## config.mk

```make
export PLATFORM = sky130hd
export DESIGN_NAME = hkdc_fifo
export DESIGN_NICKNAME = d
export VERILOG_FILES = /design/src/rtl/hashed_key_dedup_cache_core_assert.svh /design/src/rtl/hkdc_pkg.sv /design/src/rtl/hkdc_fifo.sv
export SDC_FILE = /design/constraint.sdc
export NUM_CORES = 1
export LEC_CHECK = 0
export BUFFER_PORTS_ARGS = -buffer_cell sky130_fd_sc_hd__buf_2
export CORE_MARGIN = 2
export CORE_UTILIZATION = 52
export CTS_CLUSTER_SIZE = 40
export DETAILED_ROUTE_END_ITERATION = 7
export MAX_ROUTING_LAYER = met4
export PLACE_DENSITY = 0.79
export SETUP_SLACK_MARGIN = 0.1
export SLEW_MARGIN = 20
export SYNTH_ARGS = -nofsm -noshare
export SYNTH_HDL_FRONTEND = slang
export SYNTH_SLANG_ARGS = --single-unit
```

## constraint.sdc

```tcl
create_clock -name clk -period 4.1 [get_ports clk]
set_input_delay 0.205 -clock clk [delete_from_list [all_inputs] [get_ports clk]]
set_output_delay 0.205 -clock clk [all_outputs]
set_load 0.1 [all_outputs]
```

## src/rtl/hashed_key_dedup_cache_core_assert.svh

```systemverilog
// ----------------------------------------------------------------------------
// Assertion macros for the dedup cache core
// Shared wrappers around concurrent assertions clocked on clk, reset by rst.
// ----------------------------------------------------------------------------
`ifndef HASHED_KEY_DEDUP_CACHE_CORE_ASSERT_SVH
`define HASHED_KEY_DEDUP_CACHE_CORE_ASSERT_SVH

// same-cycle implication
`define HKDC_ASSERT_NOW(name, ante, cons, msg) \
  name: assert property (@(posedge clk) disable iff (rst) (ante) |-> (cons)) \
    else $error(msg);

// next-cycle implication
`define HKDC_ASSERT_NXT(name, ante, cons, msg) \
  name: assert property (@(posedge clk) disable iff (rst) (ante) |=> (cons)) \
    else $error(msg);

`endif

```

## src/rtl/hkdc_pkg.sv

```systemverilog
// ----------------------------------------------------------------------------
// hkdc_pkg
// Shared constants and types of the hashed key dedup cache.
// ----------------------------------------------------------------------------
package hkdc_pkg;

  // default sizes
  localparam int TABLE_ENTRIES_DEF = 1024;
  localparam int MAX_KEY_BYTES_DEF = 48;
  localparam int FIFO_DEPTH        = 2;

  // payload widths
  localparam int WORD_W   = 64;
  localparam int COUNT_W  = 4;
  localparam int STATUS_W = 2;
  localparam int HASH_W   = 64;

  // hash constants
  localparam logic [63:0] HASH_MUL_LEN = 64'h9E3779B97F4A7C15;
  localparam logic [63:0] HASH_MUL_MIX = 64'hC2B2AE3D27D4EB4F;
  localparam int          HASH_SHIFT   = 29;

  // configuration port
  localparam int CFG_IDX_W  = 2;
  localparam int CFG_DATA_W = 6;
  localparam logic [CFG_IDX_W-1:0] REG_CACHE_ENABLE = 2'd0;
  localparam logic [CFG_IDX_W-1:0] REG_SHORT_LIMIT  = 2'd1;
  localparam logic                  CACHE_ENABLE_RST = 1'b1;
  localparam logic [5:0]            SHORT_LIMIT_RST  = 6'd24;

  // result status codes
  typedef enum logic [STATUS_W-1:0] {
    STATUS_HIT    = 2'd0,
    STATUS_MISS   = 2'd1,
    STATUS_BYPASS = 2'd2
  } status_t;

endpackage

```

## src/rtl/hkdc_fifo.sv

```systemverilog
// ----------------------------------------------------------------------------
// hkdc_fifo
// Small register FIFO; used for the job queue and the result queue.
// ----------------------------------------------------------------------------
module hkdc_fifo
  import hkdc_pkg::*;
#(
  parameter int WIDTH = 8,
  parameter int DEPTH = FIFO_DEPTH
) (
  input  logic             clk,
  input  logic             rst,
  input  logic             push,
  input  logic [WIDTH-1:0] wdata,
  input  logic             pop,
  output logic [WIDTH-1:0] rdata,
  output logic             full,
  output logic             empty
);

  localparam int PTR_W = (DEPTH > 1) ? $clog2(DEPTH) : 1;
  localparam int CNT_W = $clog2(DEPTH + 1);

  logic [WIDTH-1:0] mem [DEPTH];
  logic [PTR_W-1:0] wr_ptr;
  logic [PTR_W-1:0] rd_ptr;
  logic [CNT_W-1:0] count;
  logic             do_push;
  logic             do_pop;

  assign full    = (count == CNT_W'(DEPTH));
  assign empty   = (count == '0);
  assign do_push = push && !full;
  assign do_pop  = pop && !empty;
  assign rdata   = mem[rd_ptr];

  // pointers and fill count
  always_ff @(posedge clk) begin
    if (rst) begin
      wr_ptr <= '0;
      rd_ptr <= '0;
      count  <= '0;
    end else begin
      if (do_push) begin
        wr_ptr <= (wr_ptr == PTR_W'(DEPTH - 1)) ? '0 : wr_ptr + 1'b1;
      end
      if (do_pop) begin
        rd_ptr <= (rd_ptr == PTR_W'(DEPTH - 1)) ? '0 : rd_ptr + 1'b1;
      end
      if (do_push && !do_pop) begin
        count <= count + 1'b1;
      end else if (do_pop && !do_push) begin
        count <= count - 1'b1;
      end
    end
  end

  // storage
  always_ff @(posedge clk) begin
    if (do_push) begin
      mem[wr_ptr] <= wdata;
    end
  end

endmodule

```

==> flow_summary.yaml <==
cells_and_area:
  design_area_um2: 940.9
  nNetsFinal: 88
  syn2layout_area_growth_pct: 18.61
  final_cell_mix: "buf_2, edfxtp_1, mux2_2"
  drive_gt1_frac: 0.4595
  antenna_cells: 0
  final_common_cell: "buf_2"
floorplanning:
  dieArea_um2: 1854
  num_rows: 14
  fp.coreArea_um2: 1471
  die_height_um: 43.06
  ioPinCount: 22
  dieWidth_um: 43.06
  initial_core_util: 0.5391
clocking:
  holdBufCountCts: 0
  cts_tree: "done"
  cts_root_buf: "clkbuf_4"
  post-cts-setup-buffers: 0
  clk_pin_slew_ns: 0.11
  h-tree-depth: 1
  clkLatencyLatePin_ns: 0.29
  clock_sinks: 21
  cts_max_path_buffers: 2
  cts_buffers: 3
  ctsResizeCount: 0
min_path:
  hold_depth: 1
  hold_start: "wdata[2]"
  hold_end: "mem[1][2]"
  hold_class: "in -> reg"
placement:
  dp_hpwl_um: 872.7
  io_buffer_count: 21
  gp_congestion: 0.6261
  dpl_cell_area_um2: 913.4
route:
  drtIter0Drc: 6
  drc: 0
  via_count: 453
  routed_wl_um: 1154
  ant_nets: 0
  wl_per_cell_um: 12.82
  vias_per_cell: 5.033
  firstDrtPassIters: 3
setup_path:
  path_cells: "mux2_2, buf_2"
  end_kind: "output pin"
  path_buf_inv: 1
  startpoint_type: "register"
  reg2reg_slack_ns: 2.55
  worstPathMaxFanout: 8
  cp_slowest_cell: "dfxtp_1"
  required_ns: 3.89
  r2r_cells: 4
  cp.arrival_ns: 1.52
  max_stage_delay_ns: 0.54
  cpLargestDelayFamily: "flip-flops"
  r2r-end: "count[1]"
  crit_type: "reg -> out"
  reg2reg_from: "count[0]"
flow_run:
  drv_cap: 0
timing:
  fin_crit_sh: 0.4196
  holdWs_ns: 0.09048
  fin_skew_ns: 0.009517
  final_hold_viol_count: 0
  tightest_slew_ns: 0.4936
  slew_headroom: 0.6732
  setup_tns_ns: 0
  maxSlewViolCount: 0
  clock.fmax_mhz: 581.3
  rsz0062_at_grt: "false"
  final-setup-viol-count: 0
  period_needed_ns: 1.720
global_routing:
  grt_pass1_wl_um: 1980
  grt.total_usage: 0.1569
  antenna_found_initial: 0
  grt_max_degree: 13
  grt_pass1_vias: 498
  overflow: 0
yosys:
  ys_ff_latch: 21
  ys_warn_count: 0
  yosysUniqueCellTypes: 13
  syn_area_per_cell_um2: 15.87
  synthesis.area_um2: 793.3
  syn_inst: 50
  syn-num-nets: 63
  yosysSeqAreaShare: 0.7319
run_status:
  status: "finished, final reports clean"
==> kinds of logic after synthesis <==
group / Yosys count / synth area share
muxes: 8 / 0.1136
DFF: 21 / 0.7319
xor gates and xnor gates: 3 / 0.03313
buffers and inverters: 3 / 0.01577
and+or+nand+nor: 9 / 0.05837
AOI/OAI and AO/OA: 5 / 0.03154
adders and majority gates: 1 / 0.01577
==> final cells by class <==
| cell class | count | area, µm² |
|---|---|---|
| clock buffer | 3 | 22.52 |
| clock inverter | 1 | 5.005 |
| fill | 118 | 530.5 |
| inverter | 2 | 7.507 |
| multi-input combinational | 26 | 200.2 |
| sequential | 21 | 580.6 |
| tap | 16 | 20.02 |
| timing repair buffer | 21 | 105.1 |
==> synthesized netlist by cell type <==
cell type   n  area, µm²
dfxtp_1     5      100.1
mux2_2      8      90.09
ha_1        1      12.51
nor2_1      5      18.77
or3_1       2      12.51
buf_2       1      5.000
nor2b_2     1      8.760
edfxtp_1   16      480.5
and2_1      1      6.260
a21oi_1     2      10.01
inv_1       2      7.510
xor2_1      3      26.28
o21ai_0     3      15.01
==> layer usage <==
metal,routed length (µm),part of all wire,track usage
met5,0,0,-
met4,10,0.0087,0.09091
met3,54,0.047,0.02979
met2,559,0.48,0.2667
met1,529,0.46,0.1700
==> sequential cells by signal, summed over array words and instances, names as in the netlist, named ones only <==
register	cells
rd_ptr	1
wr_ptr	1
count	2
mem	16
==> metrics by stage <==
step                std cells    util  setup slack (ns)
global placement           86  0.6207             2.616
floorplan                  50       -             1.865
global route               90  0.6395             2.290
CTS                        90  0.6395             2.356
detailed placement         86  0.6207             2.546
finish                     90  0.6395             2.380
==> how the worst max path moves through the flow <==
stage / start / to / slack [ns] / depth (start not counted)
after floorplan: count[1] / count[1] / 1.86 / 5
after CTS: register / rdata[0] / 2.36 / 2
after detailed placement: count[0] / count[1] / 2.55 / 4
final: register / rdata[2] / 2.38 / 2
after global placement: count[0] / count[1] / 2.62 / 4
after global routing: register / rdata[0] / 2.29 / 2
Power is not shown: default switching activity piles up to over one toggle a cycle in this logic, so the estimate is an artifact.
