## src/rtl/hashed_key_dedup_cache_core_assert.svh

```systemverilog
// ----------------------------------------------------------------------------
// Assertion macros for the dedup cache core
// Shared wrappers around concurrent assertions clocked on clk, reset by rst.
// ----------------------------------------------------------------------------
`ifndef HASHED_KEY_DEDUP_CACHE_CORE_ASSERT_SVH
`define HASHED_KEY_DEDUP_CACHE_CORE_ASSERT_SVH

// same-cycle implication
`define HKDC_ASSERT_NOW(name, ante, cons, msg) \
  name: assert property (@(posedge clk) disable iff (rst) (ante) |-> (cons)) \
    else $error(msg);

// next-cycle implication
`define HKDC_ASSERT_NXT(name, ante, cons, msg) \
  name: assert property (@(posedge clk) disable iff (rst) (ante) |=> (cons)) \
    else $error(msg);

`endif

```

## src/rtl/hkdc_pkg.sv

```systemverilog
// ----------------------------------------------------------------------------
// hkdc_pkg
// Shared constants and types of the hashed key dedup cache.
// ----------------------------------------------------------------------------
package hkdc_pkg;

  // default sizes
  localparam int TABLE_ENTRIES_DEF = 1024;
  localparam int MAX_KEY_BYTES_DEF = 48;
  localparam int FIFO_DEPTH        = 2;

  // payload widths
  localparam int WORD_W   = 64;
  localparam int COUNT_W  = 4;
  localparam int STATUS_W = 2;
  localparam int HASH_W   = 64;

  // hash constants
  localparam logic [63:0] HASH_MUL_LEN = 64'h9E3779B97F4A7C15;
  localparam logic [63:0] HASH_MUL_MIX = 64'hC2B2AE3D27D4EB4F;
  localparam int          HASH_SHIFT   = 29;

  // configuration port
  localparam int CFG_IDX_W  = 2;
  localparam int CFG_DATA_W = 6;
  localparam logic [CFG_IDX_W-1:0] REG_CACHE_ENABLE = 2'd0;
  localparam logic [CFG_IDX_W-1:0] REG_SHORT_LIMIT  = 2'd1;
  localparam logic                  CACHE_ENABLE_RST = 1'b1;
  localparam logic [5:0]            SHORT_LIMIT_RST  = 6'd24;

  // result status codes
  typedef enum logic [STATUS_W-1:0] {
    STATUS_HIT    = 2'd0,
    STATUS_MISS   = 2'd1,
    STATUS_BYPASS = 2'd2
  } status_t;

endpackage

```

## src/rtl/hkdc_front.sv

```systemverilog
// ----------------------------------------------------------------------------
// hkdc_front
// Packs key words into the string buffer, holds the configuration registers
// and classifies each finished string as cacheable or bypass.
// ----------------------------------------------------------------------------
module hkdc_front
  import hkdc_pkg::*;
#(
  parameter int MAX_KEY_BYTES = MAX_KEY_BYTES_DEF,
  localparam int KEY_WORDS    = (MAX_KEY_BYTES + 7) / 8,
  localparam int LEN_W        = $clog2(MAX_KEY_BYTES + 1),
  localparam int JOB_W        = KEY_WORDS * WORD_W + LEN_W + 1
) (
  input  logic                  clk,
  input  logic                  rst,
  // accepted input transfer
  input  logic                  take,
  input  logic [WORD_W-1:0]     key_word,
  input  logic [COUNT_W-1:0]    byte_count,
  input  logic                  is_last,
  input  logic                  is_key,
  // configuration writes
  input  logic                  cfg_we,
  input  logic [CFG_IDX_W-1:0]  cfg_index,
  input  logic [CFG_DATA_W-1:0] cfg_data,
  // job to the back end
  output logic                  job_push,
  output logic [JOB_W-1:0]      job_data
);

  localparam int SUM_W    = LEN_W + 1;
  localparam int CMP_W    = (LEN_W > 6) ? LEN_W : 6;
  localparam int KEY_BITS = KEY_WORDS * WORD_W;

  logic             cache_enable;
  logic [5:0]       short_value_limit;
  logic [7:0]       key_buffer [MAX_KEY_BYTES];
  logic [7:0]       buf_next   [MAX_KEY_BYTES];
  logic [LEN_W-1:0] key_length;
  logic             key_too_long;
  logic             in_string;
  logic             cur_is_key;

  logic [LEN_W-1:0]   len_eff;
  logic               long_eff;
  logic               key_eff;
  logic [COUNT_W-1:0] cnt;
  logic [SUM_W-1:0]   sum;
  logic               fits;
  logic               too_long_next;
  logic [LEN_W-1:0]   len_next;
  logic [SUM_W-1:0]   off;
  logic               bypass;
  logic [KEY_BITS-1:0] key_bits;

  // byte packing after the bytes already collected
  always_comb begin
    len_eff       = in_string ? key_length : '0;
    long_eff      = in_string && key_too_long;
    key_eff       = in_string ? cur_is_key : is_key;
    cnt           = (byte_count > COUNT_W'(8)) ? COUNT_W'(8) : byte_count;
    sum           = SUM_W'(len_eff) + SUM_W'(cnt);
    too_long_next = long_eff || (sum > SUM_W'(MAX_KEY_BYTES));
    fits          = !too_long_next;
    len_next      = fits ? LEN_W'(sum) : len_eff;
    off           = '0;
    for (int p = 0; p < MAX_KEY_BYTES; p++) begin
      buf_next[p] = key_buffer[p];
      off = SUM_W'(p) - SUM_W'(len_eff);
      if (fits && (SUM_W'(p) >= SUM_W'(len_eff)) && (off < SUM_W'(cnt))) begin
        buf_next[p] = key_word[{off[2:0], 3'b000} +: 8];
      end
    end
  end

  // eligibility of the finished string
  assign bypass = !cache_enable || too_long_next ||
                  (!key_eff && (CMP_W'(len_next) > CMP_W'(short_value_limit)));

  // job word image, zero padded past the byte limit
  always_comb begin
    key_bits = '0;
    for (int q = 0; q < KEY_WORDS * 8; q++) begin
      if (q < MAX_KEY_BYTES) begin
        key_bits[q*8 +: 8] = buf_next[q];
      end
    end
  end

  assign job_push = take && is_last;
  assign job_data = {bypass, len_next, key_bits};

  // string state and configuration registers
  always_ff @(posedge clk) begin
    if (rst) begin
      key_length        <= '0;
      key_too_long      <= 1'b0;
      in_string         <= 1'b0;
      cur_is_key        <= 1'b0;
      cache_enable      <= CACHE_ENABLE_RST;
      short_value_limit <= SHORT_LIMIT_RST;
    end else begin
      if (take) begin
        key_length   <= len_next;
        key_too_long <= too_long_next;
        in_string    <= !is_last;
        cur_is_key   <= key_eff;
      end
      if (cfg_we) begin
        case (cfg_index)
          REG_CACHE_ENABLE: cache_enable      <= cfg_data[0];
          REG_SHORT_LIMIT:  short_value_limit <= cfg_data[5:0];
          default: ;
        endcase
      end
    end
  end

  // buffer payload
  always_ff @(posedge clk) begin
    if (take) begin
      key_buffer <= buf_next;
    end
  end

endmodule

```

## config.mk

```make
export PLATFORM = sky130hd
export DESIGN_NAME = hkdc_front
export DESIGN_NICKNAME = d
export VERILOG_FILES = /design/src/rtl/hashed_key_dedup_cache_core_assert.svh /design/src/rtl/hkdc_pkg.sv /design/src/rtl/hkdc_front.sv
export SDC_FILE = /design/constraint.sdc
export NUM_CORES = 1
export LEC_CHECK = 0
export ABC_CLOCK_PERIOD_IN_PS = 12800
export BUFFER_PORTS_ARGS = -buffer_cell sky130_fd_sc_hd__buf_4
export CORE_UTILIZATION = 60
export DETAILED_ROUTE_END_ITERATION = 6
export HOLD_SLACK_MARGIN = 0.06
export PLACE_DENSITY = 0.86
export SYNTH_ARGS = -nofsm -noshare
export SYNTH_HDL_FRONTEND = slang
export SYNTH_SLANG_ARGS = --single-unit
```

## constraint.sdc

```tcl
create_clock -name clk -period 12.8 [get_ports clk]
set_clock_uncertainty 0.05 [all_clocks]
set_input_delay 0.64 -clock clk [delete_from_list [all_inputs] [get_ports clk]]
set_output_delay 0.64 -clock clk [all_outputs]
set_load 0.02 [all_outputs]
```

==> impl_metrics.ini <==
[clock_network]
clkTransAtPathRegs_ps = 70
clock_latency_ps = 570
cts_tree = done
numClockSinks = 400
numCtsBuffers = 42
clock_path_buffers = 3
post_cts.repair.setup_buffers = 0
postCtsResizedCells = 0
htreeDepth = 2
cts_root_buf = clkbuf_16
hold_buffers = 0

[floorplan]
die_h_microns = 199
io-pin-count = 474
fp.dieW_microns = 199
core_sq_mm = 0.0379
start_util_pct = 61.3
dieArea_sq_mm = 0.0396
rows = 71

[logic_synthesis]
syn_avg_cell_area_sq_um = 13.2
synth_edf_count = 384
ys_ff_latch = 400
syn_inst = 1766
yosysTopAreaCellShare_pct = 49.6
synthesis.area_sq_mm = 0.0233
ys_top_cells_by_area = edfxtp_1 50%, mux2_2 18%, ha_1 3.7%, mux2i_1 3.3%, mux4_2 3.1%
synth_top_area_cell = edfxtp_1
yosys_warnings = 0
async_flop_share_pct = 0
ys.flop_type = edfxtp_1
synth_fp_nets = 1918
netlist-cell-type-count = 76
yosysSeqAreaShare_pct = 50.9

[placement]
io_buffer_count = 473
place_hpwl_microns = 55200
placed_area_sq_mm = 0.0273
dp.cells = 2682
globalplace.congestion = 0.997

[min_path]
min_path_cells = 2
hold_class = in2reg

[global_routing]
grt_pass1_wl_microns = 111000
grt_pass1_vias = 17515
grt_max_degree = 135
antenna_found_initial = 2
grt_usage_pct = 38.0
grt_overflow_total = 0

[sta]
rsz0062_at_grt = false
hold_viol = 0
tightest_slew_ps = 1080
setup_viol = 0
holdWs_ps = 250
relSlewSlack_pct = 27.7
fin_crit_ps = 7130
fin_setup_tns_ps = 0
post-route-period-util_pct = 55.7
fmax_mhz = 140
finalMaxSlewViolations = 0

[setup_path]
reg2reg_depth = 13
cp.required_ps = 12110
path_class = reg2out
crit_arrival_ps = 6440
worstSetupEndpointType = output port
start_kind = flop
critPathMaxFanout = 38

[cells_and_area]
instances_no_fill = 2761
syn_to_final_growth_pct = 22.6
drive_above_1_share_pct = 45.2
fin_nets = 2367
final_cell_area_sq_mm = 0.0285

[route]
post_drt_wl_per_cell_microns = 27.9
vias = 17862
vias_per_cell = 6.47
routed_wl_microns = 76900
drc = 0
ant_nets = 0
dr.pass1.iters = 6
initialDrtViolationCount = 1892

[power_and_ir_drop]
peakVddDrop_uv = 167
leakage_uw = 0.0114
power_density_mw_per_mm2 = 130

[flow_run]
drv_cap = 0

[outcome]
status = finished clean
-- power breakdown --
part	switching [uW]	total [uW]	internal [uW]
combinational	561	949	388
sequential	31.6	1610	1580
clock	507	1150	643
-- layout make-up --
type                       count  area (sq um)
tap                          511           639
timing repair buffer         495          3740
multi-input combinational   1230         10900
antenna                        2          5.00
fill                        2373          9400
clock inverter                22           133
sequential                   400         11900
inverter                      46           173
clock buffer                  55          1130
-- sequential cells by signal, summed over array words and instances, names as in the netlist --
name,count
cache_enable,1
cur_is_key,1
in_string,1
key_buffer,384
key_length,6
key_too_long,1
short_value_limit,6
-- cells in the mapped netlist, types with 15 or more instances --
library cell and n:
dfxtp_1 16, mux2_4 16, mux2_2 376, inv_1 37, xnor2_1 27, buf_2 20, nor2b_1 17, a31oi_1 17
edfxtp_1 384, a21oi_1 65, ha_1 69, mux2i_1 76, mux4_2 32, nand3_1 35, o21ai_0 49, clkbuf_1 51
nand2_1 188, nand4_1 21, buf_1 15, nor2_1 31
-- cell usage in the layout, fill, tap and decap left out, types with 37 or more instances in the layout --
master,count
ha_1,69
edfxtp_1,384
inv_1,37
o21ai_0,49
buf_4,493
nand2_1,187
clkbuf_16,43
mux2_2,376
mux2i_1,76
a21oi_1,65
-- path summary, 6_finish.rpt --
| check | slack [ps] | startpoint | to |
|---|---|---|---|
| setup reg to reg | 6790 | key_length[0]$_SDFFE_PP0P_ | key_buffer[271]$_DFFE_PP_ |
| setup / recovery | 5670 | key_length[0]$_SDFFE_PP0P_ | job_data[117] |
| hold reg to reg | 440 | cur_is_key$_SDFFE_PP0P_ | cur_is_key$_SDFFE_PP0P_ |
| hold / removal | 250 | cfg_data[0] | cache_enable$_SDFFE_PP1P_ |
-- critical path, stage by stage, from the launching register on --
cell and delay (ps):
dfxtp_1 300, buf_4 210, nand2_2 90, buf_4 520
inv_2 210, buf_4 350, ha_1 960, inv_2 430
ha_1 400, a21oi_1 390, o21ai_0 250, a2111o_1 340
nor3_2 750, mux2_2 440, buf_4 170
-- routing by layer --
layer | vias up | wire [microns] | GRT usage, %
li1 | 7697 | - | -
met1 | 8795 | 29200 | 48.6
met2 | 1146 | 35900 | 60.0
met3 | 224 | 8170 | 9.34
met4 | 0 | 3690 | 19.2
met5 | - | 0 | 0
-- logic make-up (layout without fill, tap and decap cells) --
family / count (synthesis) / after routing / synth area share, %
muxes: 514 / 514 / 26.3
DFF: 400 / 400 / 50.9
and+or+nand+nor: 374 / 374 / 8.66
AOI/OAI and AO/OA: 243 / 243 / 6.80
buffers and inverters: 136 / 618 / 2.40
adders and majority gates: 70 / 70 / 3.80
xor gates and xnor gates: 29 / 29 / 1.12
other: 0 / 2 / 0
-- metrics by stage --
step | util [%] | total power (uW) | worst slack [ps]
2_1_floorplan | - | 2160 | 7420
3_3_place_gp | 71.9 | 2540 | 6590
3_5_place_dp | 71.9 | 2570 | 6380
4_1_cts | 75.2 | 3710 | 5750
5_1_grt | 75.2 | 3810 | 5350
6_report | 75.2 | 3710 | 5670
Power figures use the tool's default switching activity.
